--- src/pcw_pkg.sv ---
package pcw_pkg;

  localparam int unsigned MaxDepthDefault = 16;
  localparam int unsigned AddrW = 3;
  localparam int unsigned DataW = 32;

  localparam logic [63:0] Low32 = 64'h0000_0000_ffff_ffff;

  typedef enum logic [0:0] {
    REG_WIDE_POINTERS     = 1'b0,
    REG_REQUIRE_CANONICAL = 1'b1
  } reg_idx_e;

  typedef enum logic [0:0] {
    OP_START = 1'b0,
    OP_STEP  = 1'b1
  } op_e;

  typedef enum logic [2:0] {
    ST_RESOLVED      = 3'd0,
    ST_BUSY          = 3'd1,
    ST_OVERFLOW      = 3'd2,
    ST_NONCANON_ADDR = 3'd3,
    ST_READ_FAIL     = 3'd4,
    ST_NULL          = 3'd5,
    ST_NONCANON_PTR  = 3'd6,
    ST_DEPTH         = 3'd7
  } status_e;

  typedef struct packed {
    logic wide_pointers;
    logic require_canonical;
  } cfg_t;

  typedef struct packed {
    logic               op;
    logic [63:0]        base_address;
    logic               read_ok;
    logic [63:0]        read_data;
    logic signed [63:0] offset;
    logic               ends_chain;
  } item_t;

  typedef struct packed {
    status_e     status;
    logic [63:0] address;
    logic [4:0]  steps_done;
    logic [63:0] last_pointer;
  } result_t;

endpackage

--- src/pcw_cfg.sv ---
module pcw_cfg (
  input  logic                      clk_i,
  input  logic                      rst_ni,
  input  logic                      psel,
  input  logic                      penable,
  input  logic                      pwrite,
  input  logic [pcw_pkg::AddrW-1:0] paddr,
  input  logic [pcw_pkg::DataW-1:0] pwdata,
  output logic [pcw_pkg::DataW-1:0] prdata,
  output logic                      pready,
  output pcw_pkg::cfg_t             cfg_o
);

  pcw_pkg::cfg_t    cfg_q, cfg_d;
  pcw_pkg::reg_idx_e idx;
  logic             wr_en;

  assign pready = 1'b1;
  assign idx    = pcw_pkg::reg_idx_e'(paddr[2]);
  assign wr_en  = psel & penable & pwrite & pready;

  always_comb begin
    cfg_d = cfg_q;
    if (wr_en) begin
      case (idx)
        pcw_pkg::REG_WIDE_POINTERS:     cfg_d.wide_pointers     = pwdata[0];
        pcw_pkg::REG_REQUIRE_CANONICAL: cfg_d.require_canonical = pwdata[0];
        default: cfg_d = cfg_q;
      endcase
    end
  end

  always_ff @(posedge clk_i or negedge rst_ni) begin
    if (!rst_ni) begin
      cfg_q <= '{wide_pointers: 1'b1, require_canonical: 1'b1};
    end else begin
      cfg_q <= cfg_d;
    end
  end

  always_comb begin
    prdata = '0;
    case (idx)
      pcw_pkg::REG_WIDE_POINTERS:     prdata[0] = cfg_q.wide_pointers;
      pcw_pkg::REG_REQUIRE_CANONICAL: prdata[0] = cfg_q.require_canonical;
      default: prdata = '0;
    endcase
  end

  assign cfg_o = cfg_q;

endmodule

--- src/pcw_resolve.sv ---
module pcw_resolve #(
  parameter int unsigned MaxDepth = pcw_pkg::MaxDepthDefault,
  localparam int unsigned CntW    = $clog2(MaxDepth + 1)
) (
  input  pcw_pkg::cfg_t    cfg_i,
  input  pcw_pkg::item_t   item_i,
  input  logic [63:0]      cursor_i,
  input  logic [CntW-1:0]  count_i,
  input  pcw_pkg::status_e status_i,
  output logic [63:0]      cursor_o,
  output logic [CntW-1:0]  count_o,
  output pcw_pkg::status_e status_o,
  output pcw_pkg::result_t result_o
);

  function automatic logic canon(input logic wide, input logic [63:0] a);
    if (wide) begin
      return (a[63:47] == '0) || (a[63:47] == '1);
    end
    return a[63:32] == '0;
  endfunction

  logic        wide, req;
  logic [64:0] span;
  logic [63:0] span_end;
  logic [63:0] pointer;
  logic [64:0] psum;
  logic [63:0] next_addr;
  logic        span_ovf, add_ovf;
  logic [63:0] ptr_out;

  assign wide = cfg_i.wide_pointers;
  assign req  = cfg_i.require_canonical;

  // last byte of the pointer at the cursor
  assign span     = {1'b0, cursor_i} + (wide ? 65'd7 : 65'd3);
  assign span_end = span[63:0];
  assign span_ovf = span[64] | (~wide & (span[63:32] != '0));

  assign pointer   = wide ? item_i.read_data : (item_i.read_data & pcw_pkg::Low32);
  // carry out means a wrap for a positive offset and no borrow for a negative one
  assign psum      = {1'b0, pointer} + {1'b0, item_i.offset};
  assign next_addr = psum[63:0];
  assign add_ovf   = (psum[64] ^ item_i.offset[63]) | (~wide & (next_addr[63:32] != '0));

  always_comb begin
    cursor_o = cursor_i;
    count_o  = count_i;
    status_o = status_i;
    ptr_out  = '0;
    if (item_i.op == pcw_pkg::OP_START) begin
      cursor_o = item_i.base_address;
      count_o  = '0;
      if ((~wide & (item_i.base_address[63:32] != '0)) ||
          (req & ~canon(wide, item_i.base_address))) begin
        status_o = pcw_pkg::ST_NONCANON_ADDR;
      end else begin
        status_o = item_i.ends_chain ? pcw_pkg::ST_RESOLVED : pcw_pkg::ST_BUSY;
      end
    end else if (status_i == pcw_pkg::ST_BUSY) begin
      if (count_i >= CntW'(MaxDepth)) begin
        status_o = pcw_pkg::ST_DEPTH;
      end else if (span_ovf) begin
        status_o = pcw_pkg::ST_OVERFLOW;
      end else if (req & (~canon(wide, cursor_i) | ~canon(wide, span_end))) begin
        status_o = pcw_pkg::ST_NONCANON_ADDR;
      end else if (!item_i.read_ok) begin
        status_o = pcw_pkg::ST_READ_FAIL;
      end else if (pointer == '0) begin
        status_o = pcw_pkg::ST_NULL;
      end else begin
        ptr_out = pointer;
        if (req & ~canon(wide, pointer)) begin
          status_o = pcw_pkg::ST_NONCANON_PTR;
        end else if (add_ovf) begin
          status_o = pcw_pkg::ST_OVERFLOW;
        end else if (req & ~canon(wide, next_addr)) begin
          status_o = pcw_pkg::ST_NONCANON_ADDR;
        end else begin
          cursor_o = next_addr;
          count_o  = count_i + 1'b1;
          status_o = item_i.ends_chain ? pcw_pkg::ST_RESOLVED : pcw_pkg::ST_BUSY;
        end
      end
    end
  end

  assign result_o.status       = status_o;
  assign result_o.address      = cursor_o;
  assign result_o.steps_done   = 5'(count_o);
  assign result_o.last_pointer = ptr_out;

endmodule

--- src/pointer_chain_walker.sv ---
// path: input register, then result register; throughput: one item per cycle
// while the output is not stalled; the chain state (cursor, depth, status) is
// updated in the same cycle the result register loads, so the next item sees it
// reset: cursor 0, depth 0, status resolved, 8-byte pointers, canonical checks on
module pointer_chain_walker #(
  parameter int unsigned MaxDepth = pcw_pkg::MaxDepthDefault
) (
  input  logic                      clk_i,
  input  logic                      rst_ni,
  input  logic                      in_valid_i,
  output logic                      in_stall_o,
  input  pcw_pkg::item_t            in_data_i,
  output logic                      out_valid_o,
  input  logic                      out_stall_i,
  output pcw_pkg::result_t          out_data_o,
  input  logic                      psel,
  input  logic                      penable,
  input  logic                      pwrite,
  input  logic [pcw_pkg::AddrW-1:0] paddr,
  input  logic [pcw_pkg::DataW-1:0] pwdata,
  output logic [pcw_pkg::DataW-1:0] prdata,
  output logic                      pready
);

  localparam int unsigned CntW = $clog2(MaxDepth + 1);

  pcw_pkg::cfg_t    cfg;
  logic             in_valid_q;
  pcw_pkg::item_t   in_item_q;
  logic             out_valid_q;
  pcw_pkg::result_t out_data_q;
  logic [63:0]      cursor_q, cursor_d;
  logic [CntW-1:0]  count_q, count_d;
  pcw_pkg::status_e status_q, status_d;
  pcw_pkg::result_t result;
  logic             advance, accept;

  pcw_cfg u_cfg (
    .clk_i,
    .rst_ni,
    .psel,
    .penable,
    .pwrite,
    .paddr,
    .pwdata,
    .prdata,
    .pready,
    .cfg_o (cfg)
  );

  pcw_resolve #(
    .MaxDepth (MaxDepth)
  ) u_resolve (
    .cfg_i    (cfg),
    .item_i   (in_item_q),
    .cursor_i (cursor_q),
    .count_i  (count_q),
    .status_i (status_q),
    .cursor_o (cursor_d),
    .count_o  (count_d),
    .status_o (status_d),
    .result_o (result)
  );

  // the input register moves on when the result register is empty or drains
  assign advance    = in_valid_q & (~out_valid_q | ~out_stall_i);
  assign in_stall_o = in_valid_q & ~advance;
  assign accept     = in_valid_i & ~in_stall_o;

  always_ff @(posedge clk_i or negedge rst_ni) begin
    if (!rst_ni) begin
      in_valid_q  <= 1'b0;
      out_valid_q <= 1'b0;
      cursor_q    <= '0;
      count_q     <= '0;
      status_q    <= pcw_pkg::ST_RESOLVED;
    end else begin
      if (accept) begin
        in_valid_q <= 1'b1;
      end else if (advance) begin
        in_valid_q <= 1'b0;
      end
      if (advance) begin
        out_valid_q <= 1'b1;
        cursor_q    <= cursor_d;
        count_q     <= count_d;
        status_q    <= status_d;
      end else if (!out_stall_i) begin
        out_valid_q <= 1'b0;
      end
    end
  end

  always_ff @(posedge clk_i) begin
    if (accept) begin
      in_item_q <= in_data_i;
    end
    if (advance) begin
      out_data_q <= result;
    end
  end

  assign out_valid_o = out_valid_q;
  assign out_data_o  = out_data_q;

endmodule
--- config.mk ---
export PLATFORM = sky130hd
export DESIGN_NAME = pointer_chain_walker
export DESIGN_NICKNAME = d
export VERILOG_FILES = /design/src/pcw_pkg.sv /design/src/pcw_cfg.sv /design/src/pcw_resolve.sv /design/src/pointer_chain_walker.sv
export SDC_FILE = /design/constraint.sdc
export NUM_CORES = 1
export LEC_CHECK = 0
export ABC_AREA = 1
export ABC_CLOCK_PERIOD_IN_PS = 10250
export BUFFER_PORTS_ARGS = -buffer_cell sky130_fd_sc_hd__buf_2
export CAP_MARGIN = 0
export CELL_PAD_IN_SITES_DETAIL_PLACEMENT = 1
export CELL_PAD_IN_SITES_GLOBAL_PLACEMENT = 1
export CORE_MARGIN = 2
export CORE_UTILIZATION = 45
export CTS_CLUSTER_DIAMETER = 80
export CTS_CLUSTER_SIZE = 14
export DETAILED_ROUTE_END_ITERATION = 16
export GPL_TIMING_DRIVEN = 0
export MAX_ROUTING_LAYER = met4
export PLACE_DENSITY = 0.95
export SLEW_MARGIN = 20
export SYNTH_ARGS = -nofsm -noshare
export SYNTH_HDL_FRONTEND = slang
export SYNTH_SLANG_ARGS = --single-unit
--- constraint.sdc ---
create_clock -name clk_i -period 10.25 [get_ports clk_i]
set_clock_uncertainty 0.1 [all_clocks]
set_input_delay 0.5125 -clock clk_i [delete_from_list [all_inputs] [get_ports clk_i]]
set_output_delay 0.5125 -clock clk_i [all_outputs]
set_load 0.02 [all_outputs]
# After elaboration in Yosys (flattened, before gate mapping)
# Cells that the tools add are included.
dict set report classes {
  addsub 3
  magnitude_cmp 1
  n_eq_ne 7
  mux 96
  n_bitwise 31
  reduce_logical 24
}
# cell count
set ops {}
lappend ops {{$mux 64} 11}
lappend ops {{$logic_not 32->1} 5}
lappend ops {{$reduce_bool 32->1} 3}
lappend ops {{$eq 17x17->1 const B} 5}
lappend ops {{$logic_not 17->1} 5}
lappend ops {{$add 64x64->65} 1}
lappend ops {{$add 64x65->65} 1}
lappend ops {{$logic_not 64->1} 1}
lappend ops {{$mux 1} 62}
lappend ops {{$mux 5} 10}
lappend ops {{$mux 3} 12}
lappend ops {{$not 1->1} 14}
lappend ops {{$and 1x1->1} 12}
lappend ops {{$reduce_or 7->1} 1}
lappend ops {{$logic_or 1x1->1} 6}
lappend ops {{$add 5x1->5 const B} 1}
lappend ops {{$ge 5x5->1 const B} 1}
lappend ops {{$or 1x1->1} 4}
lappend ops {{$reduce_and 2->1} 2}
lappend ops {{$eq 3x1->1 const B} 1}
lappend ops {{$ne 2x1->1 const B} 1}
lappend ops {{$pmux 1 s2} 1}
lappend ops {{$reduce_bool 2->1} 1}
lappend ops {{$xor 1x1->1} 1}
dict set report word_totals {
  register_bits 407
  inputBits 237
  out_inout_bits 171
}

# Logic depth before layout (Yosys ltp)
dict set report depth {
  word_depth 62
  mapped_depth 37
  mapped_depth_nobuf 35
}

# Hierarchy
# Synthesis repeated with hierarchy kept, for this count alone.
dict set report unflattened {
  hier_cells 3258
  hier_area_um2 25537.0
}
# module instances cells_each area_each_um2
set by_module_without_submodules {}
lappend by_module_without_submodules {pointer_chain_walker 1 654 12928.6}
lappend by_module_without_submodules {pcw_resolve 1 2553 12241.7}
lappend by_module_without_submodules {pcw_cfg 1 51 366.6}

# Worst setup path after synthesis
# Ideal clock, no wire load.
dict set report synth_timing {
  path_type {input to register}
  start {input port out_stall_i}
  end {register out_data_q (netlist bit out_data_o[0]) (enable)}
  setup_time_ns 0.553
  t_arrival_ns 4.983
  t_required_ns 9.597
  path_slack_ns 4.614
  cell_stages 5
  cell_sequence {nand2_1 -> nand2_1 -> clkinv_1 -> clkbuf_1 -> clkbuf_1}
}
dict set report synth_via {
  elab_chain_len 3
}
# item line
set synth_lines {}
lappend synth_lines {{from (decl)} pointer_chain_walker.sv:14} ;# input logic out_stall_i,
lappend synth_lines {{$not 1->1} pointer_chain_walker.sv:66} ;# assign advance = in_valid_q & (~out_valid_q | ~out_stall_i);
lappend synth_lines {{$or 1x1->1} pointer_chain_walker.sv:66}
lappend synth_lines {{$and 1x1->1} pointer_chain_walker.sv:66}
lappend synth_lines {{named net advance} pointer_chain_walker.sv:36} ;# logic advance, accept;
lappend synth_lines {{to (signal assigned)} pointer_chain_walker.sv:99} ;# out_data_q <= result;
lappend synth_lines {{to (decl)} pointer_chain_walker.sv:31} ;# pcw_pkg::result_t out_data_q;
# The timed path passes the listed nets, and every way through them passes these cells.
# A chain may end at the register's enable or synchronous reset.

# Worst setup path in the final report
dict set report layout_timing {
  start {register u_cfg.cfg_q (netlist bit u_cfg.cfg_o[1])}
  end {register cursor_q[59]}
}
dict set report layout_via {
  elab_cells_between_ends 95
}
# item line
set layout_lines {}
lappend layout_lines {{from (decl)} pcw_cfg.sv:14} ;# pcw_pkg::cfg_t cfg_q, cfg_d;
lappend layout_lines {{from (signal assigned)} pcw_cfg.sv:35} ;# cfg_q <= '{wide_pointers: 1'b1, require_canonical: 1'b1};
lappend layout_lines {{from (signal assigned)} pcw_cfg.sv:37} ;# cfg_q <= cfg_d;
lappend layout_lines {{$mux 64 (*)} pcw_resolve.sv:40} ;# assign pointer = wide ? item_i.read_data : (item_i.read_data & pcw_pkg::Low32);
lappend layout_lines {{named net u_resolve.pointer[38]} pcw_resolve.sv:26} ;# logic [63:0] pointer;
lappend layout_lines {{$add 64x64->65} pcw_resolve.sv:42} ;# assign psum = {1'b0, pointer} + {1'b0, item_i.offset};
lappend layout_lines {{$eq 17x17->1 / $logic_not 17->1 (equally long branches)} pcw_resolve.sv:18} ;# return (a[63:47] == '0) || (a[63:47] == '1);
lappend layout_lines {{$logic_or 1x1->1} pcw_resolve.sv:18}
lappend layout_lines {{$mux 1} pcw_resolve.sv:17} ;# if (wide) begin
lappend layout_lines {{$mux 1} pcw_resolve.sv:20} ;# return a[63:32] == '0;
lappend layout_lines {{$mux 1} pcw_resolve.sv:75} ;# end else if (add_ovf) begin
lappend layout_lines {{[13 not listed]} -}
lappend layout_lines {{$mux 64 (*)} pcw_resolve.sv:69} ;# end else if (pointer == '0) begin
lappend layout_lines {{$mux 64 (*)} pcw_resolve.sv:67} ;# end else if (!item_i.read_ok) begin
lappend layout_lines {{$mux 64 (*)} pcw_resolve.sv:65} ;# end else if (req & (~canon(wide, cursor_i) | ~canon(wide, span_end))) begin
lappend layout_lines {{$mux 64 (*)} pcw_resolve.sv:63} ;# end else if (span_ovf) begin
lappend layout_lines {{$mux 64 (*)} pcw_resolve.sv:61} ;# if (count_i >= CntW'(MaxDepth)) begin
lappend layout_lines {{$mux 64 (*)} pcw_resolve.sv:60} ;# end else if (status_i == pcw_pkg::ST_BUSY) begin
lappend layout_lines {{$mux 64 (*)} pcw_resolve.sv:51} ;# if (item_i.op == pcw_pkg::OP_START) begin
lappend layout_lines {{named net cursor_d[59]} pointer_chain_walker.sv:32} ;# logic [63:0] cursor_q, cursor_d;
lappend layout_lines {{to (signal assigned)} pointer_chain_walker.sv:85} ;# cursor_q <= cursor_d;
lappend layout_lines {{to (decl)} pointer_chain_walker.sv:32}
# Mark *: on every way through the listed nets, which the timed path passes. The rest lies on a longest branch. The select of a mux whose other input is x is not followed.

==> metrics.md <==
| Metric | Value |
|---|---|
| Status | `completed` |
| Setup crit start | `u_cfg.cfg_o[1]` |
| Required @ worst endpoint | `10.62 ns` |
| Finished Core Util | `53.57%` |
| Crit path to | `cursor_q[59]` |
| M1 wire length | `36.49 mm` |
| Top Metal Used | `met4` |
| Hold WS | `0.02179 ns` |
| Synth unique cells | `43` |
| Final setup violation count | `0` |
| CTS Root Cell | `clkbuf_16` |
| Layout cells sized above 1 | `13.37%` |
| Synth Register Bits | `407` |
| Slew Limit Fails | `0` |
| Detailed-route via count | `22.73k` |
| F_max | `152.1 MHz` |
| Synth top area cells | `edfxtp_1 42%, nand2_1 17%, dfrtp_1 7.8%, inv_1 7.7%, nor2_1 4.6%` |
| Top-count cell post-synth | `nand2_1` |
| Crit Path Category | `flop to flop` |
| Final HPWL from detailed placement | `71.58 mm` |
| Die height | `234.1 µm` |
| CP arrival | `6.94 ns` |
| Gate count after technology mapping | `3,066` |
| Reg2reg start | `u_cfg.cfg_o[1]` |
| Clk slew on worst S/H paths | `0.08 ns` |
| Vias per inst | `5.373` |
| Num CTS Buffers | `36` |
| Netlist Area Pre-Place | `23,840 µm²` |
| Period utilization | `64.12%` |
| Slew HR | `38.13%` |
| Rows | `84` |
| Total Die Area | `54,820 µm²` |
| Placed cell area | `26,680 µm²` |
| Slowest-stage cell, CP | `dfstp_2` |
| Initial antenna violation count | `3` |
| Avg Cell Area, Syn | `7.774 µm²` |
| Critical path fanouts, max | `10` |
| Clk sink count | `407` |
| Starting Density | `45.45%` |
| Nets | `3,820` |
| Fillers | `6,660` |
| Core ar. | `52,450 µm²` |
| Max-cap viol count | `0` |
| DRT antenna net count | `0` |
| Die Span X | `234.1 µm` |
| Pwr/cell area | `180.8 nW/µm²` |
| Seq/Total Area, Yosys | `49.69%` |
| Number of H-tree levels | `2` |
| Dominant synthesized flop cell | `edfxtp_1` |
| Syn. warnings | `0` |
| Hold Fails Final Rpt | `0` |
| Synth area leader | `edfxtp_1` |
| CTS max path bufs | `3` |
| CP startpoint kind | `flop` |
| Ys async rst share | `18.67%` |
| Routed length on met3 | `4.492 mm` |
| Cell mode on critical path | `nand2_1` |
| Initial DRC Count | `1,673` |
| EDFF count, synth | `331` |
| GRT Residual Overflow | `0` |
| I/O Buffers | `342` |
| Gpl congestion | `1.005` |
| Setup TNS | `0 ns` |
| GRT Total Usage | `34.03%` |
| R2R Setup Slk | `3.68 ns` |
| First-pass GRT wire length | `136.2 mm` |
| Worst-margin pin slew | `0.9281 ns` |
| DRT Pass-1 Iters | `5` |
| Commonest cells post-synth | `1,107 x nand2_1, 488 x inv_1, 331 x edfxtp_1` |
| RSZ-0062 raised after global routing | `no` |
| CP max stage delay | `0.78 ns` |
| I/O pin cnt | `408` |
| Worst R2R Path Depth | `31` |
| Peak VDD IR | `166.4 µV` |
| Worst-skew pair later-pin latency | `0.57 ns` |
| Worst r2r dst | `cursor_q[59]` |
| Final WL | `90.54 mm` |
| Met2 routed WL | `45.48 mm` |
| Post-synth top area share | `41.70%` |
| Tmin final | `6.573 ns` |
| Final instance area | `28,090 µm²` |
| Largest net degree at the start of global routing | `99` |
| Critical path capture point type | `flop` |
| Resize count post-CTS | `0` |
| Vias in the first global route | `23.57k` |
| Area Overhead vs Synth | `17.86%` |
| CTS tree | `built` |
| Avg WL per Cell | `21.40 µm` |
| Leak | `13.69 nW` |
| Worst hold path class | `primary input to flop` |
| Drt drc | `0` |
-- worst min path at each step --
| stage | from | end | slack (ns) | depth (start not counted) |
|---|---|---|---|---|
| after floorplan | rst_ni | count_q[0] | 0.12 | 0 |
| after global placement | status_q[1] | status_q[1] | 0.37 | 2 |
| after detailed placement | cursor_q[59] | cursor_q[59] | 0.41 | 2 |
| after CTS | in_data_i[193] | in_item_q[193] | 0.0006 | 1 |
| after global routing | in_data_i[193] | in_item_q[193] | 0.01 | 1 |
| final | in_data_i[6] | in_item_q[6] | 0.02 | 1 |
-- kinds of logic after synthesis --
logic type / synth area share, %
flops: 49.69
buf+inv: 10.05
compound gates: 3.459
xor+xnor: 1.727
other cells: 0.03151
simple gates: 31.50
fa+ha+maj: 3.549
-- sequential cells by signal, indices dropped and copies added, names as in the netlist --
signal / count
u_cfg.cfg_o: 2
in_valid_q: 1
out_valid_o: 1
count_q: 5
out_data_o: 136
in_item_q: 195
cursor_q: 64
status_q: 3
-- power breakdown --
part           switching, mW  internal [mW]  total, mW
combinational           1.10          0.446       1.54
sequential             0.166           2.03       2.20
clock                  0.637          0.700       1.34
-- layer usage --
metal  GRT usage [%]  up-vias
li1                -    10640
met1           41.19    11130
met2           58.11      755
met3           3.453      204
met4           14.16        0
met5               -        -
-- cells in the final DEF, fill, tap and decap left out, types with 4 or more instances in the layout --
cell / Yosys / routed
buf_6: 7 / 7
nand3_1: 187 / 187
or2_2: 7 / 7
clkbuf_1: 31 / 47
nand3b_1: 16 / 16
dfrtp_1: 74 / 74
dlygate4sd3_1: 0 / 34
inv_1: 488 / 487
conb_1: 2 / 32
nor3_2: 4 / 4
nand2_1: 1107 / 1107
o21ai_1: 61 / 61
clkinv_1: 3 / 4
inv_2: 5 / 5
ha_1: 66 / 66
buf_1: 8 / 8
nor2_1: 294 / 294
clkbuf_16: 0 / 37
xnor2_1: 23 / 23
nor3_1: 42 / 42
nand4_1: 83 / 83
buf_2: 12 / 353
nor4_1: 36 / 36
buf_4: 33 / 34
edfxtp_1: 331 / 331
nand2_2: 4 / 4
a21oi_1: 55 / 55
xor2_1: 24 / 24
and2_1: 8 / 8
o21ai_0: 27 / 27
-- critical path: cells and delay by family (launching register included) --
kind / cells / cell delay [ns]
buffers and inverters: 5 / 1.73
flip-flops: 1 / 0.78
AND/OR/NAND/NOR: 24 / 3.45
AO/OA/AOI/OAI: 1 / 0.13
adder cells (fa/ha/maj): 1 / 0.26
-- repair_timing --
action / 4_1_cts / 5_1_grt
buffers inserted: 0 / 0
hold buffers: 34 / 0
setup endpoints to repair: 0 / 0
hold endpoints to repair: 74 / 0
-- cell type report --
cell class / instances / area (µm²) / area share (%)
Multi-Input combinational cell: 2102 / 9709 / 34.56
Clock buffer: 54 / 989.7 / 3.523
Buffer: 91 / 536.8 / 1.911
Timing Repair Buffer: 382 / 2197 / 7.821
Sequential cell: 407 / 11840 / 42.16
Tap cell: 688 / 860.8 / 3.064
Inverter: 496 / 1869 / 6.654
Clock inverter: 7 / 78.83 / 0.2806
Antenna cell: 3 / 7.507 / 0.02672
-- stage by stage --
stage | setup WS [ns] | std cells | total power, mW
6_report | 3.678 | 4230 | 5.078
4_1_cts | 3.863 | 4227 | 5.055
3_3_place_gp | 1.779 | 4126 | 3.659
2_1_floorplan | 4.614 | 3096 | 3.153
3_5_place_dp | 3.920 | 4132 | 3.716
5_1_grt | 3.323 | 4230 | 5.305
Note: power is estimated with default switching activity, not from simulation.
